===== src/rtl/core/mcg_pkg.sv =====
`default_nettype none

package mcg_pkg;

    // Input opcodes
    localparam logic [1:0] OP_TICK      = 2'd0;
    localparam logic [1:0] OP_LOAD_BEAT = 2'd1;
    localparam logic [1:0] OP_LOAD_BELL = 2'd2;
    localparam logic [1:0] OP_RESTART   = 2'd3;

    // Register indexes (byte address / 4)
    localparam logic [2:0] REG_TEMPO       = 3'd0;
    localparam logic [2:0] REG_BEATS       = 3'd1;
    localparam logic [2:0] REG_RING_ENABLE = 3'd2;
    localparam logic [2:0] REG_BEAT_LENGTH = 3'd3;
    localparam logic [2:0] REG_RING_LENGTH = 3'd4;
    localparam logic [2:0] REG_RATE_RATIO  = 3'd5;

    localparam int APB_AW = 5;
    localparam int APB_DW = 32;

    // Samples per minute at 48 kHz
    localparam int SAMPLE_RATE    = 48000;
    localparam int SECS_PER_MIN   = 60;
    localparam int DIVIDEND_W     = 22;
    localparam logic [DIVIDEND_W-1:0] DIVIDEND = DIVIDEND_W'(SAMPLE_RATE * SECS_PER_MIN);
    localparam logic [4:0] DIV_LAST_BIT = 5'(DIVIDEND_W - 1);

    localparam logic [7:0]  TEMPO_MIN   = 8'd40;
    localparam logic [7:0]  TEMPO_MAX   = 8'd240;
    localparam logic [7:0]  TEMPO_RESET = 8'd60;
    localparam logic [16:0] SPB_RESET   = 17'(SAMPLE_RATE * SECS_PER_MIN / 60);
    localparam logic [3:0]  BEATS_RESET = 4'd4;

    localparam int POS_W      = 17;
    localparam int BELL_POS_W = 16;
    localparam int CMP_W      = 18;
    localparam logic [BELL_POS_W-1:0] BELL_POS_MAX = '1;

    // Soft mix divisor for the positive quadrant
    localparam logic [17:0] MIX_POS_DIV = 18'd32767;

    // Frame queue between front and back
    localparam int QDEPTH   = 8;
    localparam int QPTR_W   = 3;
    localparam int QCOUNT_W = 4;
    localparam int REP_W    = 5;

    typedef struct packed {
        logic [7:0]  tempo;
        logic [3:0]  beats_per_bar;
        logic        ring_enable;
        logic [13:0] beat_length;
        logic [15:0] ring_length;
        logic [3:0]  rate_ratio;
        logic [16:0] spb;
        logic [7:0]  remainder;
        logic        busy;
    } cfg_t;

    typedef struct packed {
        logic clr_frac;
        logic clr_bar;
    } cfg_evt_t;

    typedef struct packed {
        logic [15:0]      sample;
        logic             began;
        logic [3:0]       bar;
        logic [REP_W-1:0] reps;
    } frame_t;

endpackage

`default_nettype wire


===== src/rtl/core/mcg_queue.sv =====
`default_nettype none

module mcg_queue
    import mcg_pkg::*;
(
    input  wire logic   clk,
    input  wire logic   rst_n,
    input  wire logic   push,
    input  wire frame_t push_frame,
    input  wire logic   pop,
    output logic        head_valid,
    output frame_t      head_frame
);

    frame_t              slots [QDEPTH];
    logic [QPTR_W-1:0]   wr_ptr_reg;
    logic [QPTR_W-1:0]   rd_ptr_reg;
    logic [QCOUNT_W-1:0] count_reg;

    always_ff @(posedge clk)
    begin
        if (push)
            slots[wr_ptr_reg] <= push_frame;
    end

    always_ff @(posedge clk or negedge rst_n)
    begin
        if (!rst_n)
        begin
            wr_ptr_reg <= '0;
            rd_ptr_reg <= '0;
            count_reg  <= '0;
        end
        else
        begin
            if (push)
                wr_ptr_reg <= wr_ptr_reg + QPTR_W'(1);
            if (pop)
                rd_ptr_reg <= rd_ptr_reg + QPTR_W'(1);
            if (push && !pop)
                count_reg <= count_reg + QCOUNT_W'(1);
            else if (!push && pop)
                count_reg <= count_reg - QCOUNT_W'(1);
        end
    end

    assign head_valid = count_reg != '0;
    assign head_frame = slots[rd_ptr_reg];

    a_no_overflow: assert property (@(posedge clk) disable iff (!rst_n)
        push |-> (count_reg != QCOUNT_W'(QDEPTH)))
        else $error("frame queue overflow");

    a_no_underflow: assert property (@(posedge clk) disable iff (!rst_n)
        pop |-> head_valid)
        else $error("frame queue underflow");

endmodule

`default_nettype wire


===== config.mk =====
export PLATFORM = sky130hd
export DESIGN_NAME = mcg_queue
export DESIGN_NICKNAME = d
export VERILOG_FILES = /design/src/rtl/core/mcg_pkg.sv /design/src/rtl/core/mcg_queue.sv
export SDC_FILE = /design/constraint.sdc
export NUM_CORES = 1
export LEC_CHECK = 0
export BUFFER_PORTS_ARGS = -buffer_cell sky130_fd_sc_hd__buf_4
export CORE_MARGIN = 2
export CORE_UTILIZATION = 45
export DETAILED_ROUTE_END_ITERATION = 16
export HOLD_SLACK_MARGIN = 0.15
export PLACE_DENSITY = 0.7
export SYNTH_ARGS = -nofsm -noshare
export SYNTH_HDL_FRONTEND = slang
export SYNTH_SLANG_ARGS = --single-unit

===== constraint.sdc =====
create_clock -name clk -period 3.45 [get_ports clk]
set_input_delay 0.345 -clock clk [delete_from_list [all_inputs] [get_ports clk]]
set_output_delay 0.345 -clock clk [all_outputs]
set_load 0.005 [all_outputs]

# == After elaboration in Yosys (flattened, before gate mapping) ==
# Memories as Yosys holds them, arrays and structs flattened.
# Index checks and enable logic that the tools add are counted.
# op_classes
add_sub_neg,4
n_mux,4
reduce_logical,6
# op_table
operator,count
$mux 4,2
$add 3x1->3 const B,2
$add 4x1->4 const B,1
$reduce_bool 4->1,1
$sub 4x1->4 const B,1
$logic_and 1x1->1,2
$logic_not 1->1,2
$mux 1,2
$reduce_bool 2->1,1
# totals
ff_bits,10
ramBits,208
input_bits,30
out_inout_bits,27
elab_cells,18
memories,1
# mem_list
memory,depth,width,read_ports,rd_ports_with_merged_regs,write_ports,line_no,text
slots,8,26,1,0,1,mcg_queue.sv:15,frame_t slots [QDEPTH];

# == Depth between registers and ports, before layout ==
# depth
depth_word,4
mapped_depth,7
depth_no_buf,7

# == Worst setup path before layout ==
# Ideal clock, no wire load.
# synth_timing
path_kind,register to register
startpoint,register wr_ptr_reg[1]
endpoint,"memory slots[0][0] in the netlist's numbering, enable pin"
setup_ns,0.442
arrival_time_ns,2.378
t_required_ns,3.008
setup_slack_ns,0.631
path_stages_with_launch,3
path_buffers,0
synth_period_minus_slack_ns,2.819
cell_sequence,dfrtp_1 > nand2b_1 > nor3_1
# synth_rtl
element,line_no,text
start: declaration,mcg_queue.sv:16,logic [QPTR_W-1:0] wr_ptr_reg;
start signal: assignment,mcg_queue.sv:37,wr_ptr_reg <= wr_ptr_reg + QPTR_W'(1);
end: declaration,mcg_queue.sv:15,
# Straight into the memory's write port.

==> run_results.csv <==
group,metric,value,unit
run_status,outcome,"complete, no violations",
global_routing,grt_pass1_vias,4248,
power_and_ir_drop,ir_drop,0.367,mV
routing,remaining_drc_errors,0,
min_path,hold_path.class,"primary input to async pin",
critical_path,max_stage_delay,0.75,ns
global_routing,grt_pass1_wl,24100,um
critical_path,crit_path_end_kind,"primary output",
clock_network,clock_sinks,218,
yosys,yosys_warnings,0,
clock_network,cts_buffers,23,
sta,fin_worst_skew,0.00573,ns
clock_network,tritoncts,"yes",
die,core,0.0188,sq mm
cells_and_area,area_growth,19.9,%
critical_path,cp_max_fo,26,
sta,hold_viol,0,
routing,routed_wl,15800,um
die,fp.dieH,142,um
sta,period_needed,2.71,ns
cells_and_area,n_antenna_cell,0,
place,dp_cells,641,
cells_and_area,stdcell_count,710,
die,io_pins,57,
job,drv_cap,0,
global_routing,grt_antenna_before_repair,0,
yosys,synth.net_count,396,
power_and_ir_drop,p_leak,0.00356,uW
sta,slew_viol_final,0,
clock_network,ctsRootBufferMaster,"clkbuf_16",
place,placed_area,0.00933,sq mm
critical_path,crit_path_frequent_cell,"buf_4",
die,row_count,50,
power_and_ir_drop,power_density,794,mW/mm^2
global_routing,overflow,0,
global_routing,grt_usage,0.161,
clock_network,insertion_delay,0.49,ns
critical_path,rr_worst_depth,2,
critical_path,path_delay_family,"flip-flops",
yosys,synth_seq_area_share,0.755,
die,die_area,0.0203,sq mm
place,port_buffers,56,
critical_path,cp.required,3.11,ns
yosys,syn_area_per_cell,23.9,sq um
die,initial_core_util,0.459,
global_routing,grt_start_max_net_pins,31,
sta,fin_setup_tns,0,ns
power_and_ir_drop,power,8200,uW
place,gp_congestion,0.687,
sta,max_freq,369,MHz
cells_and_area,finalNetCount,497,
cells_and_area,largest_reg_flops,208,
clock_network,hold_buffers,29,
yosys,synth-seq-cells,218,
clock_network,cts.repair.resized,0,
yosys,ys_types,26,
routing,drt_iter0_drc,188,
critical_path,critical_path_class,"flip-flop to primary output",
critical_path,worst-path-buf-inv,2,
critical_path,critical_path.cell_chain,"buf_4 -> mux4_1 -> mux2_2 -> buf_4",
critical_path,r2r_slack,1.47,ns
critical_path,cp_slowest_cell,"dfrtp_2",
place,dp_hpwl,8760,um
routing,vias,3922,
cells_and_area,drive_gt1_frac,0.284,
critical_path,crit_arrival,2.37,ns
routing,wl_per_cell,22.3,um
routing,antenna_left,0,
sta,setup_viol,0,
sta,finalCritPeriodShare,0.786,
clock_network,clock_path_buffers,3,
sta,tightestPinTransition,1.07,ns
clock_network,cts_setup_buffers,0,
routing,drt_pre_antenna_iters,4,
sta,rsz0062_at_grt,"false",
critical_path,start_kind,"flip-flop",
critical_path,crit_cells,4,
sta,holdWs,0.218,ns
cells_and_area,fin_area,0.0103,sq mm
die,die_x,142,um
routing,avgViaCountPerCell,5.52,
yosys,syn_inst,360,
clock_network,clkSlewWorstSetupHoldPaths,0.06,ns
yosys,synth.cell_area,0.00861,sq mm
clock_network,htree_levels,1,
sta,timing.slew.headroom,0.285,
[worst paths after layout]
path                               start        endpoint
max in group asynchronous          rst_n   rd_ptr_reg[1]
setup / recovery           rd_ptr_reg[1]  head_frame[23]
hold reg to reg             count_reg[2]    count_reg[2]
min in group clk            count_reg[2]    count_reg[2]
hold / removal                     rst_n    count_reg[3]
setup reg to reg           wr_ptr_reg[1]     slots[5][6]
[power breakdown]
group	switching [uW]	internal, uW
registers	267	3350
clock network	936	1370
logic	993	1280
[cells by family after synthesis]
family	count (synthesis)	synth area share
flops	218	0.755
mux	82	0.198
compound gates	6	0.00480
buf+inv	18	0.0134
fa+ha+maj	6	0.00959
simple gates	24	0.0137
xor+xnor	6	0.00610
[placed cells by master (no fill, tap or decap), drive strengths merged, types with 2 or more instances in the layout]
cell	Yosys	routed
nor2	6	6
mux2	29	29
clkinv	0	9
inv	2	2
clkbuf	7	28
nand3	2	2
a21oi	2	2
nand2b	3	3
nor3	3	3
or4	2	2
ha	5	5
mux4	52	52
xor2	2	2
xnor2	4	4
edfxtp	208	208
o211ai	2	2
bufinv	0	2
dfrtp	10	10
buf	9	63
nand2	6	6
dlygate4sd3	0	29
[metrics by stage]
step                      utilization  worst slack, ns
final                           0.550            0.738
after detailed placement        0.497             1.23
after global placement          0.497             1.28
after CTS                       0.550            0.685
after floorplan                     -            0.631
after global routing            0.550            0.619
[routing by layer]
metal	global-route usage	wire, um
met5	0	0
met4	0.0526	378
met2	0.284	8150
met1	0.206	6670
met3	0.0262	605
[final cells by class]
cell class	instances	area, sq um
fillers	1427	8450
flip-flops and latches	218	6500
multi-input cells	124	2050
repair buffers	92	763
clock buffers	28	594
well taps	234	293
clock inverters	12	109
inverters	2	7.51
[cell usage after synthesis, drive strengths merged]
library cell / n / area share
xnor2: 4 / 0.0041
xor2: 2 / 0.0020
a21oi: 2 / 0.0012
nor2: 6 / 0.0026
nand3b: 1 / 0.00087
nand3: 2 / 0.0012
a2111o: 1 / 0.0013
nor3: 3 / 0.0017
mux2: 29 / 0.038
mux4: 52 / 0.16
or3: 1 / 0.00073
mux2i: 1 / 0.0012
o21ai: 1 / 0.00058
nand2: 6 / 0.0026
o211ai: 2 / 0.0017
dfrtp: 10 / 0.029
clkbuf: 7 / 0.0031
fa: 1 / 0.0023
inv: 2 / 0.00087
buf: 9 / 0.0094
nand2b: 3 / 0.0022
or4: 2 / 0.0017
ha: 5 / 0.0073
edfxtp: 208 / 0.73
(Power assumes the default switching activity.)
