$ cat src/rtl/core/mcg_pkg.sv
`default_nettype none

package mcg_pkg;

    // Input opcodes
    localparam logic [1:0] OP_TICK      = 2'd0;
    localparam logic [1:0] OP_LOAD_BEAT = 2'd1;
    localparam logic [1:0] OP_LOAD_BELL = 2'd2;
    localparam logic [1:0] OP_RESTART   = 2'd3;

    // Register indexes (byte address / 4)
    localparam logic [2:0] REG_TEMPO       = 3'd0;
    localparam logic [2:0] REG_BEATS       = 3'd1;
    localparam logic [2:0] REG_RING_ENABLE = 3'd2;
    localparam logic [2:0] REG_BEAT_LENGTH = 3'd3;
    localparam logic [2:0] REG_RING_LENGTH = 3'd4;
    localparam logic [2:0] REG_RATE_RATIO  = 3'd5;

    localparam int APB_AW = 5;
    localparam int APB_DW = 32;

    // Samples per minute at 48 kHz
    localparam int SAMPLE_RATE    = 48000;
    localparam int SECS_PER_MIN   = 60;
    localparam int DIVIDEND_W     = 22;
    localparam logic [DIVIDEND_W-1:0] DIVIDEND = DIVIDEND_W'(SAMPLE_RATE * SECS_PER_MIN);
    localparam logic [4:0] DIV_LAST_BIT = 5'(DIVIDEND_W - 1);

    localparam logic [7:0]  TEMPO_MIN   = 8'd40;
    localparam logic [7:0]  TEMPO_MAX   = 8'd240;
    localparam logic [7:0]  TEMPO_RESET = 8'd60;
    localparam logic [16:0] SPB_RESET   = 17'(SAMPLE_RATE * SECS_PER_MIN / 60);
    localparam logic [3:0]  BEATS_RESET = 4'd4;

    localparam int POS_W      = 17;
    localparam int BELL_POS_W = 16;
    localparam int CMP_W      = 18;
    localparam logic [BELL_POS_W-1:0] BELL_POS_MAX = '1;

    // Soft mix divisor for the positive quadrant
    localparam logic [17:0] MIX_POS_DIV = 18'd32767;

    // Frame queue between front and back
    localparam int QDEPTH   = 8;
    localparam int QPTR_W   = 3;
    localparam int QCOUNT_W = 4;
    localparam int REP_W    = 5;

    typedef struct packed {
        logic [7:0]  tempo;
        logic [3:0]  beats_per_bar;
        logic        ring_enable;
        logic [13:0] beat_length;
        logic [15:0] ring_length;
        logic [3:0]  rate_ratio;
        logic [16:0] spb;
        logic [7:0]  remainder;
        logic        busy;
    } cfg_t;

    typedef struct packed {
        logic clr_frac;
        logic clr_bar;
    } cfg_evt_t;

    typedef struct packed {
        logic [15:0]      sample;
        logic             began;
        logic [3:0]       bar;
        logic [REP_W-1:0] reps;
    } frame_t;

endpackage

`default_nettype wire

$ cat src/rtl/core/mcg_back.sv
`default_nettype none

module mcg_back
    import mcg_pkg::*;
(
    input  wire logic   clk,
    input  wire logic   rst_n,
    input  wire logic   head_valid,
    input  wire frame_t head_frame,
    output logic        pop,
    output logic        out_valid,
    input  wire logic   out_stall,
    output logic [15:0] sample,
    output logic        beat_start,
    output logic [3:0]  beat_in_bar,
    output logic        last
);

    logic             out_valid_reg;
    logic             last_reg;
    logic [15:0]      sample_reg;
    logic             began_reg;
    logic [3:0]       bar_reg;
    logic [REP_W-1:0] reps_left_reg;
    logic             out_fire;

    assign out_fire = out_valid_reg && !out_stall;
    assign pop      = head_valid && (!out_valid_reg || (out_fire && last_reg));

    always_ff @(posedge clk or negedge rst_n)
    begin
        if (!rst_n)
            out_valid_reg <= 1'b0;
        else if (pop)
            out_valid_reg <= 1'b1;
        else if (out_fire && last_reg)
            out_valid_reg <= 1'b0;
    end

    always_ff @(posedge clk)
    begin
        if (pop)
        begin
            sample_reg    <= head_frame.sample;
            began_reg     <= head_frame.began;
            bar_reg       <= head_frame.bar;
            reps_left_reg <= head_frame.reps;
            last_reg      <= head_frame.reps == REP_W'(1);
        end
        else if (out_fire && !last_reg)
        begin
            reps_left_reg <= reps_left_reg - REP_W'(1);
            last_reg      <= reps_left_reg == REP_W'(2);
        end
    end

    assign out_valid   = out_valid_reg;
    assign sample      = sample_reg;
    assign beat_start  = began_reg;
    assign beat_in_bar = bar_reg;
    assign last        = last_reg;

    a_repeat_follows: assert property (@(posedge clk) disable iff (!rst_n)
        (out_valid_reg && !last_reg) |=> out_valid_reg)
        else $error("frame repetition dropped before its last copy");

endmodule

`default_nettype wire

$ cat config.mk
export PLATFORM = sky130hd
export DESIGN_NAME = mcg_back
export DESIGN_NICKNAME = d
export VERILOG_FILES = /design/src/rtl/core/mcg_pkg.sv /design/src/rtl/core/mcg_back.sv
export SDC_FILE = /design/constraint.sdc
export NUM_CORES = 1
export LEC_CHECK = 0
export BUFFER_PORTS_ARGS = -buffer_cell sky130_fd_sc_hd__buf_2
export CORE_MARGIN = 8
export CORE_UTILIZATION = 47
export DETAILED_ROUTE_END_ITERATION = 8
export PLACE_DENSITY = 0.82
export SYNTH_ARGS = -nofsm -noshare
export SYNTH_HDL_FRONTEND = slang
export SYNTH_SLANG_ARGS = --single-unit
$ cat constraint.sdc
create_clock -name clk -period 4.35 [get_ports clk]
set_input_delay 0.2175 -clock clk [delete_from_list [all_inputs] [get_ports clk]]
set_output_delay 0.2175 -clock clk [all_outputs]
set_load 0.01 [all_outputs]
# Yosys cells after proc, flatten, opt, wreduce, memory -nomap -nowiden
# Index checks and enable logic that the tools add are counted.
# W data, S select, Z words.
[totals]
ff_bits = 28
input_bits = 30
word_cells = 25
[classes]
muxes = 6
n_reduce_logical = 10
eq_ne = 2
n_addsub = 1
[op_table]
columns = ["operator", "n"]
rows = [
  ["$mux W5", 2],
  ["$eq A5 B1 Y1 const B", 1],
  ["$eq A5 B2 Y1 const B", 1],
  ["$sub A5 B1 Y5 const B", 1],
  ["$logic_and A1 B1 Y1", 4],
  ["$mux W1", 4],
  ["$reduce_bool A2 Y1", 2],
  ["$logic_not A1 Y1", 3],
  ["$logic_or A1 B1 Y1", 1],
]

# Logic depth before layout (Yosys ltp)
[logic_depth]
word_depth = 6
ltp_mapped = 5
mapped_depth_nobuf = 5

# Worst setup path after synthesis
# Ideal clock, no wire load.
[synth_timing]
path_kind = "reg-to-reg"
start = "register last_reg (netlist: last)"
end = "register reps_left_reg[0], data pin"
stages_incl_launch_ff = 6
n_path_buf = 1
slack_ns = 2.865
arrival_time_ns = 1.213
synth_period_minus_slack_ns = 1.485
path_cell_list = "edfxtp_1 -> nand2b_1 -> a21bo_1 -> buf_6 -> inv_2 -> mux2i_1"
[synth_via]
elab_chain_cells = 4
[synth_lines]
columns = ["element", "line_no", "rtl"]
rows = [
  ["start, declared", "mcg_back.sv:20", "logic last_reg;"],
  ["start signal, assigned", "mcg_back.sv:48", "last_reg <= head_frame.reps == REP_W'(1);"],
  ["start signal, assigned", "mcg_back.sv:53", "last_reg <= reps_left_reg == REP_W'(2);"],
  ["$logic_and A1 B1 Y1", "mcg_back.sv:28", "assign pop = head_valid && (!out_valid_reg || (out_fire && last_reg));"],
  ["$logic_or A1 B1 Y1", "mcg_back.sv:28", ""],
  ["$logic_and A1 B1 Y1", "mcg_back.sv:28", ""],
  ["named net pop", "mcg_back.sv:10", "output logic pop,"],
  ["$mux W5", "mcg_back.sv:42", "if (pop)"],
  ["end signal, assigned", "mcg_back.sv:47", "reps_left_reg <= head_frame.reps;"],
  ["end signal, assigned", "mcg_back.sv:52", "reps_left_reg <= reps_left_reg - REP_W'(1);"],
  ["end, declared", "mcg_back.sv:24", "logic [REP_W-1:0] reps_left_reg;"],
]
# The timed path passes the listed nets, and every way through them passes these cells.
# A chain may end at the register's enable or synchronous reset.

# Worst setup path after layout
[layout_timing]
start = "register last_reg (netlist: last)"
end = "output port pop"
[layout_via]
elab_chain_cells = 3
[layout_lines]
columns = ["element", "line_no"]
rows = [
  ["$logic_and A1 B1 Y1", "mcg_back.sv:28"],
  ["$logic_or A1 B1 Y1", "mcg_back.sv:28"],
  ["$logic_and A1 B1 Y1", "mcg_back.sv:28"],
  ["end, declared", "mcg_back.sv:10"],
]
# No other way between the ends.

==> impl_metrics.toml <==
[status]
status = "finished clean"

[routing]
drtIter0Drc = 19
drt-vias-per-instance = 4.62
drcViolationCount = 0
vias = 652
ant_nets = 0
wl_mm = 2.09
routedWlPerCell_um = 14.8
first_pass_iters = 4

[sta]
setup_viol = 0
period_share = 0.440
grt_setup_unrepaired = "false"
worst_pin_slew_ns = 0.607
hold_viol = 0
fmax_mhz = 522
fin_crit_ns = 1.92
relSlewSlack = 0.595
holdWs_ns = 0.0718
slew_violations = 0
finClkSkew_ns = 0.00450
tns_ns = 0

[pwr]
p_int_w = 0.000400
combPwrFrac = 0.150
p_per_area_nw_per_um2 = 366
p_clk_frac = 0.196
seq_power_share = 0.654
peakVddDrop_v = 0.000215
netSwitchingPower_w = 0.000111
power_switching_share = 0.217
p_leak_nw = 0.620

[logic_synthesis]
synth.distinct_cells = 17
syn_nets = 88
synth_compound_area_frac = 0.0269
synth-simple-area-share = 0.0363
ys_ff_latch = 28
netlist_area_sq_um = 1070
ys_seq_area_frac = 0.782
synth_fa_ha_area_frac = 0.0234
synth_top_family_by_area = "multiplexers"
syn_inst = 56
avgSynthCellArea_sq_um = 19.1
synth_xor_area_frac = 0.0246
synthMuxAreaShare = 0.0749
ys_warn_count = 0

[critical_path]
startpoint_type = "flop"
critical_path_buf_inv_count = 2
path_max_fanout = 23
crit_chain = "nand2b_1 > a21bo_1 > inv_2 > buf_2"
cp.required_ns = 4.13
max_stage_delay_ns = 0.39
crit_slowest_cell = "edfxtp_1"
arrival_ns = 1.70
crit_family = "buffers and inverters"
worst-setup-path-type = "flop to output pin"
end_kind = "output pin"

[placed_design]
port_buffers = 53
dpl.cell_count = 136
hpwl_mm = 1.74
routabilityCongestion = 0.819

[cells_and_area]
drive_above_1_share = 0.549
fillers = 153
fin_nets = 146
stdcell_count = 141
areaGrowthSynthToFinish_pct = 30.4
antenna_cells = 0
largest_register_ffs = 16
layout_commonest_cell = "buf_2"
mostFrequentLayoutCells = "53 x buf_2, 27 x edfxtp_1, 5 x inv_1"

[clock_network]
cts_max_path_buffers = 2
ctsHtreeMaxLevel = 1
cts_buffers = 3
cts-root-buf = "clkbuf_4"
worstSkewPairLatency_ns = 0.31
cts_setup_buffers = 0
cts_tree = "yes"
clock-sinks = 28
clk_pin_slew_worst_paths_ns = 0.13

[global_route]
antenna_found_initial = 0
grt_pass1_vias = 676
grtUsageTotal = 0.104
grt_max_degree = 24
overflow = 0
grt_pass1_wl_mm = 3.34

[floorplan]
ios = 54
core_area_sq_um = 2190
start_util = 0.488
die_y_um = 63.7
fp.dieW_um = 63.7
die_area_sq_um = 4060
rows = 17

[run]
cap_violations = 0

[hold_path]
hold_class = "input port to flop"
[final cells by class]
type,count,area (sq um),share of cell area
multi-input cells,21,199,0.143
clock buffers,4,26.3,0.0189
flip-flops and latches,28,836,0.600
inverters,6,22.5,0.0162
well taps,28,35.0,0.0251
repair buffers,54,275,0.197
[worst paths after layout]
| path | from | to | slack (ns) | cells past startpoint |
|---|---|---|---|---|
| worst max-delay path | last | pop | 2.43 | 4 |
| worst min-delay path | head_frame[13] | sample[3] | 0.07 | 1 |
| worst max register to register | reps_left_reg[0] | reps_left_reg[4] | 2.80 | 5 |
| min in group asynchronous | rst_n | out_valid | 0.19 | 2 |
| worst min register to register | out_valid | out_valid | 0.57 | 1 |
| max in group asynchronous | rst_n | out_valid | 4.08 | 2 |
[cell usage after synthesis]
cell type	n	area share
nor4b_1	1	0.0082
buf_6	1	0.011
a21o_2	1	0.0082
edfxtp_1	27	0.76
inv_2	1	0.0035
or3_1	1	0.0059
mux2_4	4	0.056
nand2b_1	1	0.0059
a21oi_1	2	0.0094
a21bo_1	1	0.0094
nor3_1	2	0.0094
nor3b_1	1	0.0070
dfrtp_1	1	0.023
inv_1	5	0.018
ha_1	2	0.023
mux2i_1	2	0.019
xor2_1	3	0.025
[what timing repair did]
item / in CTS / in global routing
gates resized for setup: 0 / 0
hold buffers: 1 / 0
endpoints found under the hold margin: 1 / 0
[power by group through the flow]
| stage | combinational [W] | sequential [W] | clock (W) |
|---|---|---|---|
| after global placement | 0.0000749 | 0.000339 | 0 |
| after global routing | 0.0000845 | 0.000336 | 0.000115 |
| after detailed placement | 0.0000770 | 0.000340 | 0 |
| after CTS | 0.0000785 | 0.000334 | 0.000107 |
| after floorplan | 0.0000404 | 0.000344 | 0 |
| final | 0.0000766 | 0.000334 | 0.000100 |
[layer usage]
layer | global-route usage | vias up | routed length, um
met2 | 0.146 | 42 | 867
met1 | 0.127 | 288 | 907
met5 | 0 | - | 0
met4 | 0.0418 | 0 | 21
met3 | 0.0601 | 2 | 292
li1 | - | 320 | -
[cells by family (layout without fill, tap and decap cells)]
kind of cell,after synthesis,in the layout
xor+xnor,3,3
compound gates,4,4
fa+ha+maj,2,2
simple gates,6,6
buf+inv,7,64
mux,6,6
flops,28,28
[stage by stage]
step	instance area (sq um)	power (W)	worst slack [ns]	utilization
2_1_floorplan	1070	0.000385	2.87	-
3_3_place_gp	1360	0.000414	2.77	0.620
3_5_place_dp	1360	0.000417	2.73	0.620
4_1_cts	1390	0.000520	2.39	0.636
5_1_grt	1390	0.000536	2.28	0.636
6_report	1390	0.000510	2.43	0.636
Power figures use the tool's default switching activity.
